[config.mk]
export PLATFORM = sky130hd
export DESIGN_NAME = ladder_keypad_press_classifier
export DESIGN_NICKNAME = d
export VERILOG_FILES = /design/src/rtl/lkpc_pkg.sv /design/src/rtl/ladder_keypad_press_classifier.sv /design/src/rtl/lkpc_cfg_regs.sv /design/src/rtl/lkpc_in_stage.sv /design/src/rtl/lkpc_core.sv /design/src/rtl/lkpc_out_stage.sv
export SDC_FILE = /design/constraint.sdc
export NUM_CORES = 1
export LEC_CHECK = 0
export BUFFER_PORTS_ARGS = -buffer_cell sky130_fd_sc_hd__buf_2
export CAP_MARGIN = 0
export CORE_MARGIN = 3
export CORE_UTILIZATION = 61
export CTS_BUF_LIST = sky130_fd_sc_hd__clkbuf_4
export DETAILED_ROUTE_END_ITERATION = 10
export PLACE_DENSITY = 0.78
export SLEW_MARGIN = 0
export SYNTH_ARGS = -nofsm -noshare
export SYNTH_HDL_FRONTEND = slang
export SYNTH_SLANG_ARGS = --single-unit
[constraint.sdc]
create_clock -name aclk -period 6.25 [get_ports aclk]
set_clock_uncertainty 0.05 [all_clocks]
set_input_delay 1.25 -clock aclk [delete_from_list [all_inputs] [get_ports aclk]]
set_output_delay 1.25 -clock aclk [all_outputs]
set_load 0.05 [all_outputs]
[src/rtl/lkpc_pkg.sv]
// ----------------------------------------------------------------------------
// lkpc_pkg
// Shared types and constants for the ladder keypad press classifier.
// ----------------------------------------------------------------------------
package lkpc_pkg;

    localparam int SAMPLE_W   = 10;
    localparam int TIME_W     = 32;
    localparam int TIMEOUT_W  = 16;
    localparam int DEBOUNCE_W = 10;
    localparam int KEY_W      = 3;
    localparam int MAX_KEYS   = 5;
    localparam int CFG_IDX_W  = 3;
    localparam int CFG_DATA_W = 16;
    localparam int S_TDATA_W  = 48;
    localparam int M_TDATA_W  = 8;

    localparam logic [SAMPLE_W-1:0] NO_KEY_LEVEL = 10'd1023;

    localparam logic [CFG_IDX_W-1:0] REG_THRESHOLD_KEY0    = 3'd0;
    localparam logic [CFG_IDX_W-1:0] REG_THRESHOLD_KEY1    = 3'd1;
    localparam logic [CFG_IDX_W-1:0] REG_THRESHOLD_KEY2    = 3'd2;
    localparam logic [CFG_IDX_W-1:0] REG_THRESHOLD_KEY3    = 3'd3;
    localparam logic [CFG_IDX_W-1:0] REG_THRESHOLD_KEY4    = 3'd4;
    localparam logic [CFG_IDX_W-1:0] REG_PRESS_TIMEOUT     = 3'd5;
    localparam logic [CFG_IDX_W-1:0] REG_DEBOUNCE_INTERVAL = 3'd6;

    localparam logic [SAMPLE_W-1:0]   RST_THRESHOLD_KEY0    = 10'd50;
    localparam logic [SAMPLE_W-1:0]   RST_THRESHOLD_KEY1    = 10'd200;
    localparam logic [SAMPLE_W-1:0]   RST_THRESHOLD_KEY2    = 10'd400;
    localparam logic [SAMPLE_W-1:0]   RST_THRESHOLD_KEY3    = 10'd600;
    localparam logic [SAMPLE_W-1:0]   RST_THRESHOLD_KEY4    = 10'd800;
    localparam logic [TIMEOUT_W-1:0]  RST_PRESS_TIMEOUT     = 16'd1000;
    localparam logic [DEBOUNCE_W-1:0] RST_DEBOUNCE_INTERVAL = 10'd50;

    typedef enum logic [1:0] {
        PH_OFF     = 2'd0,
        PH_PENDING = 2'd1,
        PH_ON      = 2'd2,
        PH_LONG    = 2'd3
    } phase_t;

    typedef enum logic [1:0] {
        EV_CLICK    = 2'd0,
        EV_LONG     = 2'd1,
        EV_TWO_KEY  = 2'd2
    } event_kind_t;

    typedef struct packed {
        logic [MAX_KEYS-1:0][SAMPLE_W-1:0] threshold;
        logic [TIMEOUT_W-1:0]              press_timeout;
        logic [DEBOUNCE_W-1:0]             debounce_interval;
    } cfg_t;

    typedef struct packed {
        logic [TIME_W-1:0]   now_ms;
        logic [SAMPLE_W-1:0] sample;
    } item_t;

    typedef struct packed {
        logic [KEY_W-1:0] other_key;
        logic [KEY_W-1:0] key;
        event_kind_t      event_kind;
    } result_t;

endpackage

[src/rtl/ladder_keypad_press_classifier.sv]
// ----------------------------------------------------------------------------
// ladder_keypad_press_classifier
// Classifies clicks, long presses and two-key presses of a resistor-ladder
// keypad from timestamped ADC samples.
// ----------------------------------------------------------------------------
// A request is held in the input register, and its result in the output register.
// Throughput: one request per cycle while the output register can take a result.
// A request can still enter an empty input register while a result waits downstream.
// Reset is synchronous and active low; it restores the control and config
// registers to their defaults and clears every key, with no clearing pass.
// ----------------------------------------------------------------------------
module ladder_keypad_press_classifier #(
    parameter int NUM_KEYS = 5
) (
    input  logic                                aclk,
    input  logic                                aresetn,
    input  logic                                s_tvalid,
    output logic                                s_tready,
    // Fields from bit 0: now_ms[31:0], sample[41:32], zero padding.
    input  logic [lkpc_pkg::S_TDATA_W-1:0]      s_tdata,
    output logic                                m_tvalid,
    input  logic                                m_tready,
    // Fields from bit 0: event_kind[1:0], key[4:2], other_key[7:5].
    output logic [lkpc_pkg::M_TDATA_W-1:0]      m_tdata,
    input  logic                                cfg_wr_en,
    input  logic [lkpc_pkg::CFG_IDX_W-1:0]      cfg_index,
    input  logic [lkpc_pkg::CFG_DATA_W-1:0]     cfg_wdata
);

    lkpc_pkg::cfg_t    cfg;
    lkpc_pkg::item_t   s_item;
    lkpc_pkg::item_t   item;
    lkpc_pkg::result_t result;
    lkpc_pkg::result_t m_result;
    logic              item_valid;
    logic              can_load;
    logic              fire;
    logic              emit;

    assign s_item.now_ms = s_tdata[lkpc_pkg::TIME_W-1:0];
    assign s_item.sample = s_tdata[lkpc_pkg::TIME_W+lkpc_pkg::SAMPLE_W-1:lkpc_pkg::TIME_W];
    assign fire          = item_valid && can_load;
    assign m_tdata       = m_result;

    lkpc_cfg_regs u_cfg (
        .aclk      (aclk),
        .aresetn   (aresetn),
        .cfg_wr_en (cfg_wr_en),
        .cfg_index (cfg_index),
        .cfg_wdata (cfg_wdata),
        .cfg       (cfg)
    );

    lkpc_in_stage u_in (
        .aclk       (aclk),
        .aresetn    (aresetn),
        .s_valid    (s_tvalid),
        .s_ready    (s_tready),
        .s_item     (s_item),
        .item_valid (item_valid),
        .item       (item),
        .item_take  (fire)
    );

    lkpc_core #(
        .NUM_KEYS (NUM_KEYS)
    ) u_core (
        .aclk    (aclk),
        .aresetn (aresetn),
        .cfg     (cfg),
        .fire    (fire),
        .item    (item),
        .emit    (emit),
        .result  (result)
    );

    lkpc_out_stage u_out (
        .aclk     (aclk),
        .aresetn  (aresetn),
        .fire     (fire),
        .emit     (emit),
        .result   (result),
        .m_valid  (m_tvalid),
        .m_ready  (m_tready),
        .m_result (m_result),
        .can_load (can_load)
    );

endmodule

[src/rtl/lkpc_cfg_regs.sv]
// ----------------------------------------------------------------------------
// lkpc_cfg_regs
// Configuration register file: thresholds, press timeout and debounce interval.
// ----------------------------------------------------------------------------
module lkpc_cfg_regs (
    input  logic                                aclk,
    input  logic                                aresetn,
    input  logic                                cfg_wr_en,
    input  logic [lkpc_pkg::CFG_IDX_W-1:0]      cfg_index,
    input  logic [lkpc_pkg::CFG_DATA_W-1:0]     cfg_wdata,
    output lkpc_pkg::cfg_t                      cfg
);

    lkpc_pkg::cfg_t cfg_reg;
    lkpc_pkg::cfg_t cfg_next;

    always_comb begin
        cfg_next = cfg_reg;
        if (cfg_wr_en) begin
            unique case (cfg_index)
                lkpc_pkg::REG_THRESHOLD_KEY0:
                    cfg_next.threshold[0] = cfg_wdata[lkpc_pkg::SAMPLE_W-1:0];
                lkpc_pkg::REG_THRESHOLD_KEY1:
                    cfg_next.threshold[1] = cfg_wdata[lkpc_pkg::SAMPLE_W-1:0];
                lkpc_pkg::REG_THRESHOLD_KEY2:
                    cfg_next.threshold[2] = cfg_wdata[lkpc_pkg::SAMPLE_W-1:0];
                lkpc_pkg::REG_THRESHOLD_KEY3:
                    cfg_next.threshold[3] = cfg_wdata[lkpc_pkg::SAMPLE_W-1:0];
                lkpc_pkg::REG_THRESHOLD_KEY4:
                    cfg_next.threshold[4] = cfg_wdata[lkpc_pkg::SAMPLE_W-1:0];
                lkpc_pkg::REG_PRESS_TIMEOUT:
                    cfg_next.press_timeout = cfg_wdata[lkpc_pkg::TIMEOUT_W-1:0];
                lkpc_pkg::REG_DEBOUNCE_INTERVAL:
                    cfg_next.debounce_interval = cfg_wdata[lkpc_pkg::DEBOUNCE_W-1:0];
                default: begin
                end
            endcase
        end
    end

    always_ff @(posedge aclk) begin
        if (!aresetn) begin
            cfg_reg.threshold[0]      <= lkpc_pkg::RST_THRESHOLD_KEY0;
            cfg_reg.threshold[1]      <= lkpc_pkg::RST_THRESHOLD_KEY1;
            cfg_reg.threshold[2]      <= lkpc_pkg::RST_THRESHOLD_KEY2;
            cfg_reg.threshold[3]      <= lkpc_pkg::RST_THRESHOLD_KEY3;
            cfg_reg.threshold[4]      <= lkpc_pkg::RST_THRESHOLD_KEY4;
            cfg_reg.press_timeout     <= lkpc_pkg::RST_PRESS_TIMEOUT;
            cfg_reg.debounce_interval <= lkpc_pkg::RST_DEBOUNCE_INTERVAL;
        end else begin
            cfg_reg <= cfg_next;
        end
    end

    assign cfg = cfg_reg;

endmodule

[src/rtl/lkpc_in_stage.sv]
// ----------------------------------------------------------------------------
// lkpc_in_stage
// Input register holding one timestamped sample until the core takes it.
// ----------------------------------------------------------------------------
module lkpc_in_stage (
    input  logic                aclk,
    input  logic                aresetn,
    input  logic                s_valid,
    output logic                s_ready,
    input  lkpc_pkg::item_t     s_item,
    output logic                item_valid,
    output lkpc_pkg::item_t     item,
    input  logic                item_take
);

    logic            valid_reg;
    logic            valid_next;
    lkpc_pkg::item_t item_reg;

    assign s_ready = !valid_reg || item_take;

    always_comb begin
        valid_next = valid_reg;
        if (s_valid && s_ready) begin
            valid_next = 1'b1;
        end else if (item_take) begin
            valid_next = 1'b0;
        end
    end

    always_ff @(posedge aclk) begin
        if (!aresetn) begin
            valid_reg <= 1'b0;
        end else begin
            valid_reg <= valid_next;
        end
    end

    always_ff @(posedge aclk) begin
        if (s_valid && s_ready) begin
            item_reg <= s_item;
        end
    end

    assign item_valid = valid_reg;
    assign item       = item_reg;

endmodule

[src/rtl/lkpc_core.sv]
// ----------------------------------------------------------------------------
// lkpc_core
// Key state, debounce timing and press classification for one sample a cycle while fire is high.
// ----------------------------------------------------------------------------
module lkpc_core #(
    parameter int NUM_KEYS = 5
) (
    input  logic                aclk,
    input  logic                aresetn,
    input  lkpc_pkg::cfg_t      cfg,
    input  logic                fire,
    input  lkpc_pkg::item_t     item,
    output logic                emit,
    output lkpc_pkg::result_t   result
);

    lkpc_pkg::phase_t                   phase_reg [NUM_KEYS];
    lkpc_pkg::phase_t                   phase_next [NUM_KEYS];
    logic                               reported_reg;
    logic                               reported_next;
    logic [lkpc_pkg::TIME_W-1:0]        change_time_reg;
    logic [lkpc_pkg::TIME_W-1:0]        change_time_next;
    logic [lkpc_pkg::SAMPLE_W-1:0]      prev_sample_reg;
    logic [lkpc_pkg::SAMPLE_W-1:0]      prev_sample_next;

    always_comb begin
        logic [lkpc_pkg::TIME_W-1:0] elapsed;
        logic                        settled;
        logic                        hit;
        logic [lkpc_pkg::KEY_W-1:0]  sel;
        lkpc_pkg::phase_t            cur;
        lkpc_pkg::phase_t            upd;
        logic                        other_hit;
        logic [lkpc_pkg::KEY_W-1:0]  other;
        logic                        on_hit;
        logic [lkpc_pkg::KEY_W-1:0]  on_key;

        elapsed = item.now_ms - change_time_reg;
        settled = elapsed >= {{(lkpc_pkg::TIME_W-lkpc_pkg::DEBOUNCE_W){1'b0}},
                              cfg.debounce_interval};

        hit = 1'b0;
        sel = '0;
        for (int i = NUM_KEYS - 1; i >= 0; i--) begin
            if (item.sample < cfg.threshold[i]) begin
                hit = 1'b1;
                sel = lkpc_pkg::KEY_W'(i);
            end
        end

        cur = lkpc_pkg::PH_OFF;
        for (int i = 0; i < NUM_KEYS; i++) begin
            if (sel == lkpc_pkg::KEY_W'(i)) begin
                cur = phase_reg[i];
            end
        end

        other_hit = 1'b0;
        other     = '0;
        on_hit    = 1'b0;
        on_key    = '0;
        for (int i = NUM_KEYS - 1; i >= 0; i--) begin
            if (phase_reg[i] == lkpc_pkg::PH_ON) begin
                on_hit = 1'b1;
                on_key = lkpc_pkg::KEY_W'(i);
                if (sel != lkpc_pkg::KEY_W'(i)) begin
                    other_hit = 1'b1;
                    other     = lkpc_pkg::KEY_W'(i);
                end
            end
        end

        for (int i = 0; i < NUM_KEYS; i++) begin
            phase_next[i] = phase_reg[i];
        end
        reported_next    = reported_reg;
        change_time_next = change_time_reg;
        prev_sample_next = prev_sample_reg;
        emit             = 1'b0;
        result.event_kind = lkpc_pkg::EV_CLICK;
        result.key        = '0;
        result.other_key  = '0;
        upd               = cur;

        if (fire && settled) begin
            if (item.sample != lkpc_pkg::NO_KEY_LEVEL) begin
                if (!reported_reg && hit) begin
                    unique case (cur)
                        lkpc_pkg::PH_OFF: begin
                            upd              = lkpc_pkg::PH_PENDING;
                            change_time_next = item.now_ms;
                        end
                        lkpc_pkg::PH_PENDING: begin
                            upd              = lkpc_pkg::PH_ON;
                            change_time_next = item.now_ms;
                        end
                        lkpc_pkg::PH_ON: begin
                            if (elapsed > {{(lkpc_pkg::TIME_W-lkpc_pkg::TIMEOUT_W){1'b0}},
                                           cfg.press_timeout}) begin
                                upd              = lkpc_pkg::PH_LONG;
                                change_time_next = item.now_ms;
                            end
                        end
                        default: begin
                        end
                    endcase
                    for (int i = 0; i < NUM_KEYS; i++) begin
                        if (sel == lkpc_pkg::KEY_W'(i)) begin
                            phase_next[i] = upd;
                        end
                    end
                    if (upd == lkpc_pkg::PH_LONG) begin
                        emit              = 1'b1;
                        result.event_kind = other_hit ? lkpc_pkg::EV_TWO_KEY
                                                      : lkpc_pkg::EV_LONG;
                        result.key        = sel;
                        result.other_key  = other_hit ? other : '0;
                        reported_next     = 1'b1;
                    end
                    prev_sample_next = item.sample;
                end
            end else begin
                if (prev_sample_reg != lkpc_pkg::NO_KEY_LEVEL) begin
                    if (!reported_reg && on_hit) begin
                        emit              = 1'b1;
                        result.event_kind = lkpc_pkg::EV_CLICK;
                        result.key        = on_key;
                    end
                    for (int i = 0; i < NUM_KEYS; i++) begin
                        phase_next[i] = lkpc_pkg::PH_OFF;
                    end
                    reported_next    = 1'b0;
                    change_time_next = '0;
                end
                prev_sample_next = item.sample;
            end
        end
    end

    always_ff @(posedge aclk) begin
        if (!aresetn) begin
            for (int i = 0; i < NUM_KEYS; i++) begin
                phase_reg[i] <= lkpc_pkg::PH_OFF;
            end
            reported_reg    <= 1'b0;
            change_time_reg <= '0;
            prev_sample_reg <= lkpc_pkg::NO_KEY_LEVEL;
        end else begin
            for (int i = 0; i < NUM_KEYS; i++) begin
                phase_reg[i] <= phase_next[i];
            end
            reported_reg    <= reported_next;
            change_time_reg <= change_time_next;
            prev_sample_reg <= prev_sample_next;
        end
    end

endmodule

[src/rtl/lkpc_out_stage.sv]
// ----------------------------------------------------------------------------
// lkpc_out_stage
// Result register that holds a press event until the downstream side takes it.
// ----------------------------------------------------------------------------
module lkpc_out_stage (
    input  logic                aclk,
    input  logic                aresetn,
    input  logic                fire,
    input  logic                emit,
    input  lkpc_pkg::result_t   result,
    output logic                m_valid,
    input  logic                m_ready,
    output lkpc_pkg::result_t   m_result,
    output logic                can_load
);

    logic              valid_reg;
    logic              valid_next;
    lkpc_pkg::result_t result_reg;

    assign can_load = !valid_reg || m_ready;

    always_comb begin
        valid_next = valid_reg;
        if (fire) begin
            valid_next = emit;
        end else if (m_ready) begin
            valid_next = 1'b0;
        end
    end

    always_ff @(posedge aclk) begin
        if (!aresetn) begin
            valid_reg <= 1'b0;
        end else begin
            valid_reg <= valid_next;
        end
    end

    always_ff @(posedge aclk) begin
        if (fire && emit) begin
            result_reg <= result;
        end
    end

    assign m_valid  = valid_reg;
    assign m_result = result_reg;

endmodule

; After elaboration in Yosys (flattened, before gate mapping)
; Memories as Yosys holds them, arrays and structs flattened.
; Index checks and enable logic that the tools add are counted.
[word_totals]
out_inout_bits = 10
regBits = 171
ram_bits = 10
input_bits = 72
mem_count = 1
[memory_table]
columns = memory, depth, width, read_ports, rd_clocked_by_memory_dff, write_ports, line_no
row1 = u_core.phase_reg, 5, 2, 5, 0, 5, lkpc_core.sv:17  ; lkpc_pkg::phase_t phase_reg [NUM_KEYS];
[classes]
reduce_logical = 30
magnitude_cmp = 7
addsub = 1
mux = 93
n_eq_ne = 28
n_bitwise = 5
[op_table]
columns = cell, count
row1 = two-way mux 32 bit, 4
row2 = case mux 32 bit (2 select lines), 1
row3 = two-way mux 10 bit, 6
row4 = two-way mux 3 bit, 20
row5 = < comparator 10 bit, 5
row6 = two-way mux 2 bit, 20
row7 = two-way mux 1 bit, 36
row8 = >= comparator 32 x 10 -> 1 bit, 1
row9 = > comparator 32 x 16 -> 1 bit, 1
row10 = subtractor 32 bit, 1
row11 = two-way mux 5 bit, 5
row12 = "!= test 10 bit, second input constant", 2
row13 = AND reduction 2 bit, 8
row14 = "equality test 2 bit, second input constant", 7
row15 = "equality test 3 x 2 -> 1 bit, second input constant", 4
row16 = "equality test 3 bit, second input constant", 4
row17 = AND reduction 5 bit, 2
row18 = "!= test 3 bit, second input constant", 3
row19 = "equality test 3 x 1 -> 1 bit, second input constant", 2
row20 = logical AND 1 bit, 6
row21 = zero test 3 bit, 2
row22 = "!= test 3 x 2 -> 1 bit, second input constant", 2
row23 = case mux 2 bit (3 select lines), 1
row24 = nonzero test 2 bit, 3
row25 = 10 further kinds, 18

; Depth between registers and ports, before layout
[logic_depth]
depth_word = 23
mapped_depth = 22
ltp_nobuf = 22

; Hierarchy
; A second synthesis with hierarchy kept.
[unflattened]
cells_unflattened = 1238
hier_area_um2 = 11197.0
[by_module_without_submodules]
columns = module, area_per_inst_um2, seq_area_each_um2, instances, cells_per_inst
row1 = lkpc_core, 6641.4, 1061.0, 1, 894
row2 = lkpc_cfg_regs, 2939.1, 1521.5, 1, 283
row3 = lkpc_in_stage, 1318.8, 1281.2, 1, 47
row4 = lkpc_out_stage, 291.5, 260.2, 1, 13
row5 = ladder_keypad_press_classifier, 6.3, 0.0, 1, 1

; Worst setup path after synthesis
; OpenSTA, ideal clock, no wires.
[synth_path]
kind = reg-to-reg
start = register u_in.item_reg (netlist bit u_in.item[10])
end = register u_core.change_time_reg[1] in the netlist's numbering
slack_ns = 2.116
arrival_time_ns = 3.967
stages_incl_launch_ff = 17
synth_period_minus_slack_ns = 4.134
path_cell_list = edfxtp_1 inv_1 ha_1 fa_1 nand2b_1 a21oi_2 o21ai_1 o31ai_1 nand3_1 o211ai_1 o311ai_1 or4_4 or4_4 o21a_4 o2111a_2 buf_6 a22o_1
[synth_between]
elab_chain_len = 4
elab_cells_between_ends = 6
[synth_rtl]
columns = item, line_no
row1 = from (decl), lkpc_in_stage.sv:18  ; lkpc_pkg::item_t item_reg;
row2 = from (signal assigned), lkpc_in_stage.sv:41  ; item_reg <= s_item;
row3 = subtractor 32 bit *, lkpc_core.sv:38  ; elapsed = item.now_ms - change_time_reg;
row4 = > comparator 32 x 16 -> 1 bit / >= comparator 32 x 10 -> 1 bit (equally long branches), "lkpc_core.sv:98, lkpc_core.sv:39"
row5 = != test 3 bit (no source line) / logical AND 1 bit (equally long branches), -
row6 = AND reduction 5 bit (no source line) *, -
row7 = to (signal assigned), lkpc_core.sv:153  ; change_time_reg <= change_time_next;
row8 = to (decl), lkpc_core.sv:21  ; logic [lkpc_pkg::TIME_W-1:0] change_time_reg;
; Mark *: on every way between the ends. The rest lies on a longest branch, timed or not.
; A chain may end at the register's enable or synchronous reset.

; Worst setup path in the final report
[layout_path]
start = register u_in.item_reg (netlist bit u_in.item[10])
end = register u_core.change_time_reg[0] in the netlist's numbering
[layout_between]
elab_chain_len = 4
elab_cells_between_ends = 10
[layout_rtl]
columns = item, line_no
row1 = subtractor 32 bit / two-way mux 32 bit (equally long branches), "lkpc_core.sv:38, lkpc_core.sv:98"
row2 = > comparator 32 x 16 -> 1 bit (tied with other cells), lkpc_core.sv:98  ; if (elapsed > {{(lkpc_pkg::TIME_W-lkpc_pkg::TIMEOUT_W){1'b0}},
row3 = != test 3 bit (no source line) (tied with other cells), -
row4 = AND reduction 5 bit (no source line) / two-way mux 32 bit (equally long branches), -
; Several ways; a longest one is shown, not always the timed one. The select of a mux whose other input is x is not followed.

==> qor.yml <==
grt_pass1_wl_mm: 38.9
core_um2: 16200
port_buffers: 75
cts_setup_buffers: 0
route.detailed.drc: 0
finalHoldViolations: 0
setup_violations: 0
drt.antenna.violating_nets: 0
final_cell_mix: "nand2_1, dfxtp_1, inv_1"
post_cts_resized: 0
grt_start_max_net_pins: 56
crit_required_ns: 6.66
num_io_pins: 82
num_vias: 8528
clk_pin_slew_ns: 0.14
insertion_delay_ns: 0.57
fin_nets: 1419
wl_mm: 23.3
largest_reg_flops: 76
fmax_ghz: 0.203
antenna_found_initial: 1
drv_cap: 0
holdPathStages: 2
syn_to_final_growth_pct: 7.67
ys_seq_area_share_pct: 40.2
cts_tree: "yes"
worst_pin_slew_ns: 1.16
ff2ff_path_depth: 15
grt_pass1_vias: 8002
dr.pass1.iters: 5
clock_path_buffers: 2
design_area_um2: 11100
min_period_ns: 4.93
die_x_um: 136
synth-edff-count: 50
leakage_nw: 4.40
ctsRootBufferMaster: "clkbuf_4"
synthArstFlopShare_pct: 0
rsz0062_at_grt: "false"
ys.flop_type: "dfxtp_1"
startpoint_type: "flop"
slew_headroom_pct: 22.6
ys.warnings.count: 0
grt_usage_pct: 26.1
syn_avg_cell_area_um2: 8.73
rows: 46
placed_cell_area_um2: 10800
cts.htree.levels: 4
hpwl_mm: 17.2
drv_slew: 0
drt_iter0_drc: 697
die_h_um: 136
powerDensity_nw_per_um2: 222
status: "completed"
cts_sinks: 181
cts-buffers-inserted: 17
via_per_inst: 5.79
hp-class: "flop to flop"
worstSetupPathType: "flop to flop"
place_congestion: 0.906
layout-drive-gt1-share_pct: 10.6
netlist_area_um2: 10300
overflow: 0
end_kind: "flop"
synth-seq-cells: 181
synthCells: 1177
post_drt_wl_per_cell_um: 15.8
tns_ns: 0
mostFrequentLayoutCell: "nand2_1"
ir_drop_uv: 217
holdBufCountCts: 0
cp_max_fo: 32
synth_cell_type_count: 72
arrival_ns: 5.34
floorplan.initialDensity_pct: 63.5
dieArea_um2: 18400
finalCritPeriodShare_pct: 78.9
syn-num-nets: 1352
==> final cells by class <==
cell class,instances,area [um2]
Multi-Input combinational cell,847,5550
Fill cell,1361,5110
Sequential cell,181,4120
Inverter,117,439
Timing Repair Buffer,80,413
Tap cell,216,270
Clock buffer,18,135
Clock inverter,14,128
Antenna cell,1,2.50
==> Yosys cell counts, types with 8 or more instances <==
master / number / share of area, %
nor3_1: 15 / 0.73
nand2_1: 219 / 8.0
edfxtp_1: 50 / 15
clkbuf_1: 25 / 0.91
nand3_1: 16 / 0.78
inv_1: 116 / 4.2
a21oi_1: 112 / 5.5
nor2b_1: 10 / 0.61
o211ai_1: 34 / 2.5
a22o_1: 32 / 2.7
a21o_1: 18 / 1.3
xnor2_1: 14 / 1.2
nor2_1: 51 / 1.9
mux2i_1: 20 / 1.9
nand2b_1: 19 / 1.2
ha_1: 102 / 12
a31oi_1: 9 / 0.55
nand4_1: 13 / 0.79
dfxtp_1: 131 / 26
o21ai_0: 40 / 1.9
a211oi_1: 8 / 0.58
o21a_1: 11 / 0.80
==> where the power goes <==
| part | switching, mW | internal [mW] | leakage, nW |
|---|---|---|---|
| clock network | 0.414 | 0.205 | 0.137 |
| registers | 0.0343 | 1.25 | 1.55 |
| logic | 0.326 | 0.217 | 2.71 |
==> critical path: stages (launching register included) <==
cell and delay, ns:
edfxtp_1 0.37, inv_1 0.05, ha_1 0.25, fa_1 0.42, nand2b_1 0.19, a21oi_2 0.19
o21ai_1 0.15, o31ai_1 0.47, nand3_1 0.18, o211ai_1 0.19, o311ai_1 0.14, or4_4 0.51
nor4_2 0.56, a211oi_2 0.29, o2111a_2 0.44, a211o_1 0.37
==> worst paths after layout <==
kind / startpoint / endpoint / slack (ns)
setup / recovery: u_in.item[10] / u_core.change_time_reg[0] / 1.32
setup reg to reg: u_in.item[10] / u_core.change_time_reg[0] / 1.32
hold / removal: u_cfg.cfg[34] / u_cfg.cfg[34] / 0.41
hold reg to reg: u_cfg.cfg[34] / u_cfg.cfg[34] / 0.41
==> per-stage QoR <==
stage	hold slack, ns	utilization [%]	power (mW)	worst slack [ns]	std cells
final	0.413	68.4	2.45	1.32	1474
after global routing	0.433	68.4	2.59	1.01	1474
after CTS	0.415	68.4	2.46	1.29	1473
after detailed placement	0.397	66.7	1.85	1.29	1441
after global placement	0.391	66.7	1.83	1.41	1441
after floorplan	0.382	-	1.71	2.12	1177
==> metal layers <==
layer	track usage, %	share of wire [%]	wire [um]	up-vias
li1	-	-	-	4306
met1	38.1	49	11300	3943
met2	39.9	44	10200	249
met3	4.68	6.0	1410	30
met4	7.22	1.6	384	0
met5	0	0	0	-
==> cells by family after synthesis <==
kind of cell               share of synthesized area, %
AOI/OAI and AO/OA                                  20.9
buffers and inverters                              5.90
xor gates and xnor gates                           1.71
and+or+nand+nor                                    16.6
adders and majority gates                          12.6
DFF                                                40.2
muxes                                              2.06
Note: power is estimated with default switching activity, not from simulation.
